`config.mk`:
```
export PLATFORM = sky130hd
export DESIGN_NAME = bpi_cubic_lane
export DESIGN_NICKNAME = d
export VERILOG_FILES = /design/src/rtl/bpi_pkg.sv /design/src/rtl/bpi_cubic_lane.sv
export SDC_FILE = /design/constraint.sdc
export NUM_CORES = 2
export LEC_CHECK = 0
export BUFFER_PORTS_ARGS = -buffer_cell sky130_fd_sc_hd__buf_2
export CAP_MARGIN = 10
export CORE_MARGIN = 3
export CORE_UTILIZATION = 60
export CTS_BUF_LIST = sky130_fd_sc_hd__clkbuf_4 sky130_fd_sc_hd__clkbuf_8
export CTS_CLUSTER_SIZE = 28
export DETAILED_ROUTE_END_ITERATION = 6
export GPL_ROUTABILITY_DRIVEN = 0
export HOLD_SLACK_MARGIN = 0.02
export PLACE_DENSITY = 0.77
export SYNTH_ARGS = -nofsm -noshare
export SYNTH_HDL_FRONTEND = slang
export SYNTH_SLANG_ARGS = --single-unit
```
`constraint.sdc`:
```
create_clock -name i_clk -period 8.1 [get_ports i_clk]
set_clock_uncertainty 0.2 [all_clocks]
set_input_delay 0.81 -clock i_clk [delete_from_list [all_inputs] [get_ports i_clk]]
set_output_delay 0.81 -clock i_clk [all_outputs]
set_load 0.005 [all_outputs]
```
`src/rtl/bpi_pkg.sv`:
```
// shared types and constants for the bicubic pixel interpolator
// no dependencies; compiled before the interface and all modules
package bpi_pkg;

    localparam int FRAC_BITS_DEF = 8;
    localparam int PIX_W         = 8;
    localparam int FRAC_W        = 8;
    localparam int ROW_W         = 32;
    localparam int PIX_PER_ROW   = 4;
    localparam int NUM_ROWS      = 4;
    localparam int CUBIC_STAGES  = 5;
    localparam logic [PIX_W-1:0] GRAY_MAX = 8'hFF;

    // input request: 4x4 neighbourhood plus fractional offsets
    typedef struct packed {
        logic [ROW_W-1:0]  row_0;
        logic [ROW_W-1:0]  row_1;
        logic [ROW_W-1:0]  row_2;
        logic [ROW_W-1:0]  row_3;
        logic [FRAC_W-1:0] frac_x;
        logic [FRAC_W-1:0] frac_y;
    } t_pix_req;

    // output response: one gray pixel
    typedef struct packed {
        logic [PIX_W-1:0] gray_out;
    } t_pix_rsp;

    // per-stage advance strobes for one cubic lane
    typedef struct packed {
        logic [CUBIC_STAGES-1:0] adv;
    } t_lane_ctl;

endpackage

```
`src/rtl/bpi_cubic_lane.sv`:
```
// one catmull-rom cubic lane: coefficients, then three horner steps, then halving
// depends on bpi_pkg for the lane control struct and stage count
module bpi_cubic_lane #(
    parameter int FRAC_BITS = bpi_pkg::FRAC_BITS_DEF,
    parameter int W_IN      = FRAC_BITS + 9,
    parameter int W_ACC     = FRAC_BITS + 14
) (
    input  logic                          i_clk,
    input  bpi_pkg::t_lane_ctl            i_ctl,
    input  logic signed [W_IN-1:0]        i_p0,
    input  logic signed [W_IN-1:0]        i_p1,
    input  logic signed [W_IN-1:0]        i_p2,
    input  logic signed [W_IN-1:0]        i_p3,
    input  logic [bpi_pkg::FRAC_W-1:0]    i_t,
    output logic signed [W_ACC-1:0]       o_res
);

    localparam int W_PROD = W_ACC + bpi_pkg::FRAC_W + 1;

    logic signed [W_ACC-1:0] e0, e1, e2, e3;
    logic signed [W_ACC-1:0] n_a2, n_b2, n_c2;

    // stage 1 registers: doubled coefficients
    logic signed [W_ACC-1:0]       r_a2, r_b2_1, r_c2_1, r_p1_1;
    logic [bpi_pkg::FRAC_W-1:0]    r_t_1;
    // stage 2
    logic signed [W_PROD-1:0]      r_m1;
    logic signed [W_ACC-1:0]       r_b2_2, r_c2_2, r_p1_2;
    logic [bpi_pkg::FRAC_W-1:0]    r_t_2;
    // stage 3
    logic signed [W_PROD-1:0]      r_m2;
    logic signed [W_ACC-1:0]       r_c2_3, r_p1_3;
    logic [bpi_pkg::FRAC_W-1:0]    r_t_3;
    // stage 4
    logic signed [W_PROD-1:0]      r_m3;
    logic signed [W_ACC-1:0]       r_p1_4;
    // stage 5
    logic signed [W_ACC-1:0]       r_res;

    logic signed [W_PROD-1:0] sh1, sh2, sh3;
    logic signed [W_ACC-1:0]  n_acc1, n_acc2, n_acc3;
    logic signed [W_PROD-1:0] n_m1, n_m2, n_m3;
    logic signed [W_ACC-1:0]  n_res;

    // sign extension of the four samples
    assign e0 = {{(W_ACC-W_IN){i_p0[W_IN-1]}}, i_p0};
    assign e1 = {{(W_ACC-W_IN){i_p1[W_IN-1]}}, i_p1};
    assign e2 = {{(W_ACC-W_IN){i_p2[W_IN-1]}}, i_p2};
    assign e3 = {{(W_ACC-W_IN){i_p3[W_IN-1]}}, i_p3};

    // doubled cubic coefficients
    assign n_a2 = W_ACC'(-e0 + 3 * e1 - 3 * e2 + e3);
    assign n_b2 = W_ACC'(2 * e0 - 5 * e1 + 4 * e2 - e3);
    assign n_c2 = e2 - e0;

    // horner steps, floor shift is an arithmetic shift
    assign n_m1   = r_a2 * $signed({1'b0, r_t_1});
    assign sh1    = r_m1 >>> FRAC_BITS;
    assign n_acc1 = r_b2_2 + sh1[W_ACC-1:0];
    assign n_m2   = n_acc1 * $signed({1'b0, r_t_2});
    assign sh2    = r_m2 >>> FRAC_BITS;
    assign n_acc2 = r_c2_3 + sh2[W_ACC-1:0];
    assign n_m3   = n_acc2 * $signed({1'b0, r_t_3});
    assign sh3    = r_m3 >>> FRAC_BITS;
    assign n_acc3 = {r_p1_4[W_ACC-2:0], 1'b0} + sh3[W_ACC-1:0];
    assign n_res  = n_acc3 >>> 1;

    // stage 1
    always_ff @(posedge i_clk) begin
        if (i_ctl.adv[0]) begin
            r_a2   <= n_a2;
            r_b2_1 <= n_b2;
            r_c2_1 <= n_c2;
            r_p1_1 <= e1;
            r_t_1  <= i_t;
        end
    end

    // stage 2: first product
    always_ff @(posedge i_clk) begin
        if (i_ctl.adv[1]) begin
            r_m1   <= n_m1;
            r_b2_2 <= r_b2_1;
            r_c2_2 <= r_c2_1;
            r_p1_2 <= r_p1_1;
            r_t_2  <= r_t_1;
        end
    end

    // stage 3: second product
    always_ff @(posedge i_clk) begin
        if (i_ctl.adv[2]) begin
            r_m2   <= n_m2;
            r_c2_3 <= r_c2_2;
            r_p1_3 <= r_p1_2;
            r_t_3  <= r_t_2;
        end
    end

    // stage 4: third product
    always_ff @(posedge i_clk) begin
        if (i_ctl.adv[3]) begin
            r_m3   <= n_m3;
            r_p1_4 <= r_p1_3;
        end
    end

    // stage 5: add constant term and halve
    always_ff @(posedge i_clk) begin
        if (i_ctl.adv[4]) begin
            r_res <= n_res;
        end
    end

    assign o_res = r_res;

endmodule

```
### Word-level counts from Yosys, hierarchy flattened

Index checks and enable logic that the tools add are counted.

| storage, ports and cells | value |
|---|---|
| bits in registers | 335 |
| input port bits | 82 |
| output and inout port bits | 22 |
| logic and storage cells | 34 |

| cells by class | value |
|---|---|
| add/subtract/negate cells | 11 |
| $mul | 6 |

Operators by type and width:

| kind | number |
|---|---|
| 22-bit by 9-bit multiplier with 30-bit output | 3 |
| 22-bit adder | 3 |
| 3-bit by 17-bit multiplier with 20-bit output, first input constant | 2 |
| 22-bit by 17-bit adder with 22-bit output | 1 |
| 22-bit by 19-bit adder with 22-bit output | 1 |
| 22-bit by 20-bit adder with 22-bit output | 1 |
| 17-bit negator with 22-bit output | 1 |
| 18-bit by 21-bit subtractor with 22-bit output | 1 |
| 22-bit by 17-bit subtractor with 22-bit output | 1 |
| 22-bit by 20-bit subtractor with 22-bit output | 1 |
| 4-bit by 17-bit multiplier with 21-bit output, first input constant | 1 |
| 17-bit by 17-bit subtractor with 18-bit output | 1 |

### Logic depth before layout (Yosys ltp)

| logic depth | value |
|---|---|
| depth after elaboration | 4 |
| depth in mapped cells | 31 |
| gate-level depth less buffers | 31 |

### Worst setup path before layout

OpenSTA, ideal clock, no wires.

| path | value |
|---|---|
| path type | register -> register |
| from | reg r_m1[8] |
| to | reg r_m2[29], data pin |
| cell stages (with the launch flop) | 29 |
| clock period less this slack | 7.065 ns |
| setup time | 0.136 ns |
| path slack | 1.035 ns |
| data arrival time | 6.729 ns |
| data required time | 7.764 ns |
| path through | edfxtp_1 ha_1 fa_1 a21o_1 a21oi_1 o21bai_1 a211o_1 a31oi_2 a41oi_1 a21o_1 a21oi_1 xnor2_1 nand2_1 fa_1 inv_1 fa_1 fa_1 inv_1 fa_1 inv_1 ha_1 a21o_1 a21o_1 a21oi_1 o21ai_4 a21oi_4 o31ai_4 or4_1 nand3_1 |

| on the way | value |
|---|---|
| longest elaborated chain between the ends | 2 |

RTL lines:

| element | line | source |
|---|---|---|
| from (decl) | bpi_cubic_lane.sv:27 | `logic signed [W_PROD-1:0] r_m1;` |
| from (signal assigned) | bpi_cubic_lane.sv:82 | `r_m1 <= n_m1;` |
| 22-bit adder | bpi_cubic_lane.sv:59 | `assign n_acc1 = r_b2_2 + sh1[W_ACC-1:0];` |
| 22-bit by 9-bit multiplier with 30-bit output | bpi_cubic_lane.sv:60 | `assign n_m2 = n_acc1 * $signed({1'b0, r_t_2});` |
| named net n_m2[29] | bpi_cubic_lane.sv:42 | `logic signed [W_PROD-1:0] n_m1, n_m2, n_m3;` |
| to (signal assigned) | bpi_cubic_lane.sv:93 | `r_m2 <= n_m2;` |
| to (decl) | bpi_cubic_lane.sv:31 | `logic signed [W_PROD-1:0] r_m2;` |

The timed path passes the listed nets, and every way through them passes these cells.
A chain may end at the register's enable or synchronous reset.

### Worst setup path after layout

Ends and elaborated chain as after synthesis.

==> impl_metrics.toml <==
[floorplanning]
row_count = 88
chipWidth_um = 250
pin_count = 104
initial_core_util_pct = 61.2
chipHeight_um = 250
core_area_mm2 = 0.0581
dieArea_mm2 = 0.0623

[timing]
setup_violations = 0
maxSlewHeadroom_pct = 32.5
hold_violations = 0
drv_slew = 0
tns_ps = 0
timing.final.crit_period_ps = 7640
finalCritPeriodShare_pct = 94.3
tightest_slew_ps = 1010
fmax_ghz = 0.131
rsz0062_at_grt = "false"
whs_ps = 145
setup_ws_ps = 460

[setup_path]
worst-endpoint-required_ps = 8400
slowest_delay_ps = 580
cpMostUsedCell = "fa_1"
startpoint = "r_m1[8]"
rr_startpoint = "r_m1[8]"
cp_data_arrival_time_ps = 7940
endpoint_kind = "flop"
reg2reg_depth = 28
r2r_end = "r_m2[29]"
cp-endpoint = "r_m2[29]"
rrSetupSlack_ps = 460
crit_fanout = 8
start_kind = "flop"
crit_type = "reg -> reg"
crit_slowest_cell = "fa_1"

[outcome]
status = "finished, final reports clean"

[job]
max-cap-violations = 0

[place]
dp_slack_ps = 427
io_buffers = 103
dp_hpwl_mm = 61.0
place_area_mm2 = 0.0370

[layout]
ff_latch_area_mm2 = 0.00895
drive_above_1_share_pct = 6.65
multi_input_area_mm2 = 0.0235
layout.cell_area.non_filler_mm2 = 0.0381
fillCellCount = 4549
layout_common_cells = "inv_1 (789), fa_1 (533), ha_1 (366)"
area_growth_pct = 7.07
layout.nets = 4508
layout_commonest_cell = "inv_1"

[logic_synthesis]
ys_seq_area_share_pct = 25.2
synth_edf_count = 298
ys_ff_latch = 298
synthCells = 3410
synth_nets = 4391
ys.warnings.count = 0
yosysUniqueCellTypes = 78
syn-cell-area_mm2 = 0.0356
synthFlopType = "edfxtp_1"
synthArstFlopShare_pct = 0
synth_area_per_cell_um2 = 10.4

[route]
first_iter_violations = 1322
vias = 23415
postRouteAntennaNets = 0
wire_per_inst_um = 17.3
routed_via_density = 5.41
wirelength_mm = 75.0
drc = 0
first_pass_iters = 5

[global_routing]
grt_max_degree = 66
grt_pass1_vias = 25102
grt_usage_pct = 25.2
grt_pass1_wl_mm = 126
antenna_found_initial = 1
overflow = 0

[cts]
cts.sinks = 298
postCtsHoldBufs = 0
cts_inserted_buffers = 49
cts_root_buf = "clkbuf_8"
cts-htree-levels = 2
clk_transition_reported_paths_ps = 70
cts_tree = "built"
clockBufferDepth = 3
clk_latency_ps = 640

[hold_path]
hp-class = "in -> reg"
-- cell type report --
class / instances / area share [%]
antenna: 2 / 0.0131
multi-input combinational: 2270 / 61.7
tap: 765 / 2.51
sequential: 298 / 23.5
clock inverter: 30 / 0.851
clock buffer: 59 / 1.97
inverter: 789 / 7.77
timing repair buffer: 119 / 1.68
-- cell families after synthesis --
group           count (synthesis)  share of synthesized area [%]
fa+ha+maj                     899                           42.9
simple gates                  850                           12.2
xor+xnor                      171                           4.25
buf+inv                       842                           8.89
compound gates                350                           6.68
flops                         298                           25.2
-- layer usage --
metal | wire length (µm) | track usage, % | part of all wire, %
met5 | 0 | 0 | 0
met4 | 2230 | 7.82 | 3.0
met3 | 3850 | 3.06 | 5.1
met2 | 36200 | 42.5 | 48
met1 | 32700 | 34.5 | 44
-- synth_stat cells, types with 22 or more instances --
library cell / count / area share (%)
inv_1: 789 / 8.3
fa_1: 533 / 30
ha_1: 366 / 13
edfxtp_1: 298 / 25
and2_1: 285 / 5.0
nand2_1: 282 / 3.0
xnor2_1: 132 / 3.2
a21oi_1: 110 / 1.5
nor2_1: 109 / 1.1
o21ai_0: 56 / 0.79
clkbuf_1: 52 / 0.55
a21o_1: 46 / 0.97
xor2_1: 37 / 0.91
nor2b_1: 33 / 0.58
nor3_1: 31 / 0.44
nand3_1: 22 / 0.31
-- state kept, by name (all words and copies together), names as in the netlist --
register,count
r_c2_2,18
r_p1_2,17
r_b2_2,22
r_t_2,8
r_m3,21
r_m2,22
r_p1_3,17
r_t_1,8
r_p1_4,17
o_res,21
r_t_3,8
r_b2_1,22
r_m1,22
r_a2,22
r_c2_3,18
r_c2_1,18
r_p1_1,17
-- metrics by stage --
step,util (%),instances
global route,65.5,4331
finish,65.5,4332
detailed placement,63.6,4241
CTS,65.4,4330
global placement,63.6,4241
floorplan,-,3410
-- worst min-delay path by stage --
stage / startpoint / to / slack (ps) / depth (start not counted)
6_report: i_t[6] / r_t_1[6] / 140 / 1
5_1_grt: i_t[6] / r_t_1[6] / 120 / 1
4_1_cts: i_t[2] / r_t_1[2] / 90 / 1
3_5_place_dp: r_b2_1[17] / r_b2_2[17] / 200 / 0
3_3_place_gp: r_c2_2[7] / r_c2_3[7] / 200 / 0
2_1_floorplan: r_b2_1[0] / r_b2_2[0] / 200 / 0
-- worst max-delay path, delay by kind of cell, from the launching register on --
| kind | cells | cell delay [ps] |
|---|---|---|
| compound gates | 14 | 2790 |
| xor+xnor | 1 | 300 |
| fa+ha+maj | 7 | 3030 |
| buf+inv | 3 | 140 |
| flops | 1 | 370 |
| simple gates | 3 | 670 |
-- repair_timing --
item	4_1_cts	5_1_grt
endpoints found under the hold margin	0	0
setup buffers	0	0
gates resized for setup	0	6
endpoints found under the setup margin	0	3
Power is left out: the tool's default activity adds up to more than one toggle a clock period on the data nets, which glitch-free logic cannot reach.
