<file path="config.mk">
export PLATFORM = sky130hd
export DESIGN_NAME = bpi_merge
export DESIGN_NICKNAME = d
export VERILOG_FILES = /design/src/rtl/bpi_pkg.sv /design/src/rtl/bpi_cubic_lane.sv /design/src/rtl/bpi_merge.sv
export SDC_FILE = /design/constraint.sdc
export NUM_CORES = 2
export LEC_CHECK = 0
export BUFFER_PORTS_ARGS = -buffer_cell sky130_fd_sc_hd__buf_2
export CAP_MARGIN = 10
export CORE_MARGIN = 2
export CORE_UTILIZATION = 30
export CTS_CLUSTER_DIAMETER = 200
export CTS_CLUSTER_SIZE = 25
export DETAILED_ROUTE_END_ITERATION = 6
export GPL_TIMING_DRIVEN = 0
export PLACE_DENSITY = 0.51
export SLEW_MARGIN = 20
export SYNTH_ARGS = -nofsm -noshare
export SYNTH_HDL_FRONTEND = slang
export SYNTH_SLANG_ARGS = --single-unit
</file>
<file path="constraint.sdc">
create_clock -name i_clk -period 16.8 [get_ports i_clk]
set_input_delay 3.36 -clock i_clk [delete_from_list [all_inputs] [get_ports i_clk]]
set_output_delay 3.36 -clock i_clk [all_outputs]
set_load 0.05 [all_outputs]
</file>
<file path="src/rtl/bpi_pkg.sv">
// shared types and constants for the bicubic pixel interpolator
// no dependencies; compiled before the interface and all modules
package bpi_pkg;

    localparam int FRAC_BITS_DEF = 8;
    localparam int PIX_W         = 8;
    localparam int FRAC_W        = 8;
    localparam int ROW_W         = 32;
    localparam int PIX_PER_ROW   = 4;
    localparam int NUM_ROWS      = 4;
    localparam int CUBIC_STAGES  = 5;
    localparam logic [PIX_W-1:0] GRAY_MAX = 8'hFF;

    // input request: 4x4 neighbourhood plus fractional offsets
    typedef struct packed {
        logic [ROW_W-1:0]  row_0;
        logic [ROW_W-1:0]  row_1;
        logic [ROW_W-1:0]  row_2;
        logic [ROW_W-1:0]  row_3;
        logic [FRAC_W-1:0] frac_x;
        logic [FRAC_W-1:0] frac_y;
    } t_pix_req;

    // output response: one gray pixel
    typedef struct packed {
        logic [PIX_W-1:0] gray_out;
    } t_pix_rsp;

    // per-stage advance strobes for one cubic lane
    typedef struct packed {
        logic [CUBIC_STAGES-1:0] adv;
    } t_lane_ctl;

endpackage

</file>
<file path="src/rtl/bpi_cubic_lane.sv">
// one catmull-rom cubic lane: coefficients, then three horner steps, then halving
// depends on bpi_pkg for the lane control struct and stage count
module bpi_cubic_lane #(
    parameter int FRAC_BITS = bpi_pkg::FRAC_BITS_DEF,
    parameter int W_IN      = FRAC_BITS + 9,
    parameter int W_ACC     = FRAC_BITS + 14
) (
    input  logic                          i_clk,
    input  bpi_pkg::t_lane_ctl            i_ctl,
    input  logic signed [W_IN-1:0]        i_p0,
    input  logic signed [W_IN-1:0]        i_p1,
    input  logic signed [W_IN-1:0]        i_p2,
    input  logic signed [W_IN-1:0]        i_p3,
    input  logic [bpi_pkg::FRAC_W-1:0]    i_t,
    output logic signed [W_ACC-1:0]       o_res
);

    localparam int W_PROD = W_ACC + bpi_pkg::FRAC_W + 1;

    logic signed [W_ACC-1:0] e0, e1, e2, e3;
    logic signed [W_ACC-1:0] n_a2, n_b2, n_c2;

    // stage 1 registers: doubled coefficients
    logic signed [W_ACC-1:0]       r_a2, r_b2_1, r_c2_1, r_p1_1;
    logic [bpi_pkg::FRAC_W-1:0]    r_t_1;
    // stage 2
    logic signed [W_PROD-1:0]      r_m1;
    logic signed [W_ACC-1:0]       r_b2_2, r_c2_2, r_p1_2;
    logic [bpi_pkg::FRAC_W-1:0]    r_t_2;
    // stage 3
    logic signed [W_PROD-1:0]      r_m2;
    logic signed [W_ACC-1:0]       r_c2_3, r_p1_3;
    logic [bpi_pkg::FRAC_W-1:0]    r_t_3;
    // stage 4
    logic signed [W_PROD-1:0]      r_m3;
    logic signed [W_ACC-1:0]       r_p1_4;
    // stage 5
    logic signed [W_ACC-1:0]       r_res;

    logic signed [W_PROD-1:0] sh1, sh2, sh3;
    logic signed [W_ACC-1:0]  n_acc1, n_acc2, n_acc3;
    logic signed [W_PROD-1:0] n_m1, n_m2, n_m3;
    logic signed [W_ACC-1:0]  n_res;

    // sign extension of the four samples
    assign e0 = {{(W_ACC-W_IN){i_p0[W_IN-1]}}, i_p0};
    assign e1 = {{(W_ACC-W_IN){i_p1[W_IN-1]}}, i_p1};
    assign e2 = {{(W_ACC-W_IN){i_p2[W_IN-1]}}, i_p2};
    assign e3 = {{(W_ACC-W_IN){i_p3[W_IN-1]}}, i_p3};

    // doubled cubic coefficients
    assign n_a2 = W_ACC'(-e0 + 3 * e1 - 3 * e2 + e3);
    assign n_b2 = W_ACC'(2 * e0 - 5 * e1 + 4 * e2 - e3);
    assign n_c2 = e2 - e0;

    // horner steps, floor shift is an arithmetic shift
    assign n_m1   = r_a2 * $signed({1'b0, r_t_1});
    assign sh1    = r_m1 >>> FRAC_BITS;
    assign n_acc1 = r_b2_2 + sh1[W_ACC-1:0];
    assign n_m2   = n_acc1 * $signed({1'b0, r_t_2});
    assign sh2    = r_m2 >>> FRAC_BITS;
    assign n_acc2 = r_c2_3 + sh2[W_ACC-1:0];
    assign n_m3   = n_acc2 * $signed({1'b0, r_t_3});
    assign sh3    = r_m3 >>> FRAC_BITS;
    assign n_acc3 = {r_p1_4[W_ACC-2:0], 1'b0} + sh3[W_ACC-1:0];
    assign n_res  = n_acc3 >>> 1;

    // stage 1
    always_ff @(posedge i_clk) begin
        if (i_ctl.adv[0]) begin
            r_a2   <= n_a2;
            r_b2_1 <= n_b2;
            r_c2_1 <= n_c2;
            r_p1_1 <= e1;
            r_t_1  <= i_t;
        end
    end

    // stage 2: first product
    always_ff @(posedge i_clk) begin
        if (i_ctl.adv[1]) begin
            r_m1   <= n_m1;
            r_b2_2 <= r_b2_1;
            r_c2_2 <= r_c2_1;
            r_p1_2 <= r_p1_1;
            r_t_2  <= r_t_1;
        end
    end

    // stage 3: second product
    always_ff @(posedge i_clk) begin
        if (i_ctl.adv[2]) begin
            r_m2   <= n_m2;
            r_c2_3 <= r_c2_2;
            r_p1_3 <= r_p1_2;
            r_t_3  <= r_t_2;
        end
    end

    // stage 4: third product
    always_ff @(posedge i_clk) begin
        if (i_ctl.adv[3]) begin
            r_m3   <= n_m3;
            r_p1_4 <= r_p1_3;
        end
    end

    // stage 5: add constant term and halve
    always_ff @(posedge i_clk) begin
        if (i_ctl.adv[4]) begin
            r_res <= n_res;
        end
    end

    assign o_res = r_res;

endmodule

</file>
<file path="src/rtl/bpi_merge.sv">
// merging stage: vertical cubic over the four row results, then clamp to 0..255
// depends on bpi_pkg and bpi_cubic_lane
module bpi_merge #(
    parameter int FRAC_BITS = bpi_pkg::FRAC_BITS_DEF,
    parameter int W_ROW     = FRAC_BITS + 14,
    parameter int W_COL     = FRAC_BITS + 18
) (
    input  logic                        i_clk,
    input  bpi_pkg::t_lane_ctl          i_ctl,
    input  logic                        i_adv_out,
    input  logic signed [W_ROW-1:0]     i_r0,
    input  logic signed [W_ROW-1:0]     i_r1,
    input  logic signed [W_ROW-1:0]     i_r2,
    input  logic signed [W_ROW-1:0]     i_r3,
    input  logic [bpi_pkg::FRAC_W-1:0]  i_t,
    output logic [bpi_pkg::PIX_W-1:0]   o_gray
);

    logic signed [W_COL-1:0]      col_res;
    logic signed [W_COL-1:0]      col_int;
    logic [bpi_pkg::PIX_W-1:0]    n_gray;
    logic [bpi_pkg::PIX_W-1:0]    r_gray;

    // vertical interpolation lane
    bpi_cubic_lane #(
        .FRAC_BITS (FRAC_BITS),
        .W_IN      (W_ROW),
        .W_ACC     (W_COL)
    ) u_col (
        .i_clk (i_clk),
        .i_ctl (i_ctl),
        .i_p0  (i_r0),
        .i_p1  (i_r1),
        .i_p2  (i_r2),
        .i_p3  (i_r3),
        .i_t   (i_t),
        .o_res (col_res)
    );

    // drop fraction bits and clamp
    assign col_int = col_res >>> FRAC_BITS;

    always_comb begin
        if (col_int[W_COL-1]) begin
            n_gray = '0;
        end else if (|col_int[W_COL-2:bpi_pkg::PIX_W]) begin
            n_gray = bpi_pkg::GRAY_MAX;
        end else begin
            n_gray = col_int[bpi_pkg::PIX_W-1:0];
        end
    end

    // output register
    always_ff @(posedge i_clk) begin
        if (i_adv_out) begin
            r_gray <= n_gray;
        end
    end

    assign o_gray = r_gray;

endmodule

</file>
---- Word level (Yosys, flattened, before mapping) ----
Cells that the tools add are included.
operators by class
  shifts and indexed selects .............. 0
  divide/modulo/power cells ............... 0
  multipliers ............................. 6
  reductions and logical operators ........ 1
  bitwise gates (word level) .............. 0
  add/subtract/negate cells ............... 11
  order comparisons ....................... 0
  equal/unequal tests ..................... 0
  mux-type cells .......................... 1
operators with widths
  cell                     count
  $add A26 B26 Y26         4
  $mul A26 B9 Y34          3
  $mul A3 B22 Y25 const A  2
  $add A26 B22 Y26         1
  $add A26 B24 Y26         1
  $mul A4 B22 Y26 const A  1
  $neg A22 Y26             1
  $sub A23 B26 Y26         1
  $sub A26 B22 Y26         1
  $sub A26 B26 Y26         1
  $sub A22 B22 Y23         1
  $reduce_or A10 Y1        1
  $mux W8                  1
storage, ports and cells
  memories kept ........................... 0
  RAM bits ................................ 0
  bits in registers ....................... 403
  output and inout port bits .............. 8
  input port bits ......................... 103
  latch bits .............................. 0
  memory bits (read-only) ................. 0
  logic and storage cells ................. 37

---- Logic depth before layout (Yosys ltp) ----
  depth after elaboration ................. 4
  mapped depth ............................ 29
  gate-level depth less buffers ........... 29

---- Cells and area by module ----
Synthesis repeated with hierarchy kept, for this count alone.
unflattened totals
  cell total of the unflattened synthesis .. 4184
  area, all modules ....................... 43493.0 um^2
by module, submodules not included
  module          cells an instance  area each (um^2)  sequential area each (um^2)  instances
  bpi_cubic_lane  4156               43095.1           10840.4                      1
  bpi_merge       28                 397.9             240.2                        1

---- Least setup slack after synthesis ----
No wires, ideal clock.
  path kind ............................... input-to-reg
  from .................................... in i_r2[1]
  to ...................................... reg u_col.r_a2[25], data pin
  required time ........................... 16.540 ns
  arrival ................................. 8.727 ns
  cell stages on the path ................. 25
  buffers on the path ..................... 0
  setup slack ............................. 7.813 ns
  library setup time ...................... 0.260 ns
  cells stage by stage .................... ha_1 -> ha_1 -> inv_1 -> fa_1 -> nor2b_1 -> o21ai_0 -> a21boi_0 -> o31ai_1 -> a21oi_1 -> or2_2 -> a21o_1 -> a21oi_1 -> xor2_1 -> fa_1 -> fa_1 -> ha_1 -> a21o_1 -> a221oi_1 -> o21ai_4 -> o311a_1 -> o31a_1 -> o21a_1 -> a21bo_1 -> a21oi_2 -> xnor2_1
between the ends
  word-level cells in the longest chain between the ends .. 3
RTL lines
  what                  line                  RTL
  start, declared       bpi_merge.sv:13       input logic signed [W_ROW-1:0] i_r2,
  $mul A3 B22 Y25       bpi_cubic_lane.sv:52  assign n_a2 = W_ACC'(-e0 + 3 * e1 - 3 * e2 + e3);
  $sub A26 B26 Y26      bpi_cubic_lane.sv:52
  $add A26 B22 Y26      bpi_cubic_lane.sv:52
  net u_col.n_a2[25]    bpi_cubic_lane.sv:21  logic signed [W_ACC-1:0] n_a2, n_b2, n_c2;
  end signal, assigned  bpi_cubic_lane.sv:71  r_a2 <= n_a2;
  end, declared         bpi_cubic_lane.sv:24  logic signed [W_ACC-1:0] r_a2, r_b2_1, r_c2_1, r_p1_1;
The timed path passes the listed nets, and every way through them passes these cells.
A chain may end at the register's enable or synchronous reset.

---- Final worst setup path ----
  from .................................... in i_r2[0]
  to ...................................... reg u_col.r_a2[25], data pin
Same word-level chain as after synthesis.

==> results_dict.tcl <==
set metrics [dict create \
    cp_slowest_stage_delay_ns 0.55 \
    final_cells 6344 \
    die_h_um 387 \
    ys.flop_type "edfxtp_1" \
    use_met1 0.212 \
    setup_slack_ns 7.30 \
    yosysTopAreaCell "fa_1" \
    synthTopCellsByArea "fa_1 27%, edfxtp_1 25%, ha_1 13%" \
    grt-ovfl-total 0 \
    whs_ns 0.410 \
    syn-cell-area_mm2 0.0440 \
    slew_viol_final 0 \
    grt_pass1_wl_um 180000 \
    arrival_ns 9.87 \
    cts.clk_slew.worst_paths_ns 0.11 \
    cp.required_ns 17.17 \
    global_route.usage.met3 0.0155 \
    period_share 0.566 \
    path_buf_inv 2 \
    end_kind "flop" \
    hold_violations 0 \
    cts_resized 0 \
    cts_hold_buf 0 \
    dp_hpwl_um 97700 \
    rsz0062_at_grt "false" \
    fin_skew_ns 0.0322 \
    synth_most_common_cell "inv_1" \
    h-tree-depth 1 \
    dp_cells 6317 \
    relSlewSlack 0.243 \
    drt-total-wl_um 115000 \
    gr-usage-all-layers 0.154 \
    yosysUniqueCellTypes 85 \
    routedWlPerCell_um 18.2 \
    ys_seq_area_frac 0.246 \
    post_cts_buffers 0 \
    syn_nets 5453 \
    vias 30000 \
    cts_num_sinks 361 \
    place_congestion 0.876 \
    status "finished clean" \
    worst-path-max-fanout 5 \
    grt-busiest-layer "met2" \
    crit_family "compound AO/OA/AOI/OAI gates" \
    hp-class "flop to flop" \
    avgSynthCellArea_um2 10.3 \
    tritoncts "done" \
    slowest_stage "a221oi_1" \
    synth_common_cells "784 x inv_1, 599 x fa_1, 464 x ha_1" \
    ys_ff_latch 361 \
    grt_max_degree 62 \
    fin_tns_setup_ns 0 \
    grt.met2_usage 0.264 \
    fmax_mhz 105 \
    fillers 15100 \
    clock_path_buffers 3 \
    clockRootBuffer "clkbuf_16" \
    multiInputGateArea_mm2 0.0300 \
    start_util 0.302 \
    drt_iter0_markers 1704 \
    synth_edf_count 361 \
    fp.dieW_um 387 \
    worst_slew_pin_slew_ns 1.13 \
    startpoint_type "input pin" \
    post-route-min-period_ns 9.50 \
    drc 0 \
    ys_warn_count 0 \
    cap_violations 0 \
    first_pass_iters 7 \
    syn_to_final_growth_pct 8.16 \
    io_buffer_count 110 \
    clk_latency_ns 0.58 \
    die-area_mm2 0.150 \
    antenna_found_initial 11 \
    viasPerCell 4.73 \
    antenna_left 0 \
    ios 111 \
    rows 140 \
    synth_top_area_frac 0.272 \
    pre_cts_slack_ns 6.67 \
    critPathKind "input pin to flop" \
    drive_gt1_frac 0.0423 \
    final-seq-area_mm2 0.0108 \
    final_net_count 5586 \
    synth_async_sr_flop_share 0 \
    synthCells 4287 \
    finalSetupViolations 0 \
    core_mm2 0.146 \
    cts_made_buffers 18 \
    grt_pass1_vias 30500 \
]
## per-stage QoR
step / util / area, µm²
finish: 0.327 / 47600
global route: 0.327 / 47600
CTS: 0.327 / 47600
detailed placement: 0.323 / 47100
global placement: 0.322 / 47000
floorplan: - / 44000
## path summary, 6_finish.rpt
path / start / to / slack [ns] / cells past startpoint
setup / recovery: i_r2[0] / u_col.r_a2[25]$_DFFE_PP_ / 7.30 / 26
hold / removal: u_col.r_p1_2[6]$_DFFE_PP_ / u_col.r_p1_3[6]$_DFFE_PP_ / 0.41 / 0
setup reg to reg: u_col.r_b2_2[0]$_DFFE_PP_ / u_col.r_m2[31]$_DFFE_PP_ / 8.56 / 26
hold reg to reg: u_col.r_p1_2[6]$_DFFE_PP_ / u_col.r_p1_3[6]$_DFFE_PP_ / 0.41 / 0
## sequential cells by signal, indices dropped and copies added, names as in the netlist
register,cells
u_col.r_a2,26
u_col.r_b2_1,26
u_col.r_b2_2,26
u_col.r_m1,26
u_col.r_m2,26
u_col.r_m3,25
u_col.r_c2_1,23
u_col.r_c2_2,23
u_col.r_c2_3,23
u_col.r_p1_1,22
u_col.r_p1_2,22
u_col.r_p1_3,22
u_col.r_p1_4,22
u_col.o_res,17
o_gray,8
u_col.r_t_1,8
u_col.r_t_2,8
u_col.r_t_3,8
## cells in the final DEF (no fill, tap or decap), types with 11 or more instances in the layout
cell type  Yosys  routed
a31oi_1       24      24
a21boi_0      15      15
nor2b_1       41      41
nor2_1       137     137
nand2b_1      40      40
o21a_1        26      26
or3_1         16      16
nand4_1       17      17
or2_2         12      12
a21oi_1      189     189
inv_1        784     784
o211ai_1      17      17
a311oi_1      12      12
xor2_1        63      63
nand3_1       67      67
clkbuf_16      0      19
nand2_1      356     356
edfxtp_1     361     361
clkbuf_1      75      75
a211oi_1      14      14
fa_1         599     599
nand3b_1      17      17
xnor2_1      168     168
buf_2          3     109
o21ai_0       94      94
a21o_1        92      92
nor3_1        48      47
ha_1         464     464
and2_1       320     320
and3_1        27      27
o311ai_0      11      11
o21bai_1      23      23
## per-layer routing
metal  part of all wire  vias up  wire length [µm]
met4              0.018        6              2040
met1               0.45    15100             52000
met5            0.00035        -                40
li1                   -    14300                 -
met3              0.047       85              5410
met2               0.48      493             55700
## final cells by class
| type | instances | share of cell area |
|---|---|---|
| clock buffers | 19 | 0.00998 |
| multi-input cells | 3064 | 0.629 |
| plain buffers | 78 | 0.00623 |
| inverters | 784 | 0.0618 |
| well taps | 1917 | 0.0504 |
| repair buffers | 113 | 0.0137 |
| clock inverters | 2 | 0.000867 |
| diodes | 6 | 0.000315 |
| flip-flops and latches | 361 | 0.228 |
## logic make-up after synthesis
kind of cell	share of synthesized area
compound gates	0.0952
mux	0.00193
flops	0.246
xor+xnor	0.0460
fa+ha+maj	0.404
simple gates	0.133
buf+inv	0.0736
Power is left out: the tool's default activity adds up to more than one toggle a clock period on the data nets, which glitch-free logic cannot reach.
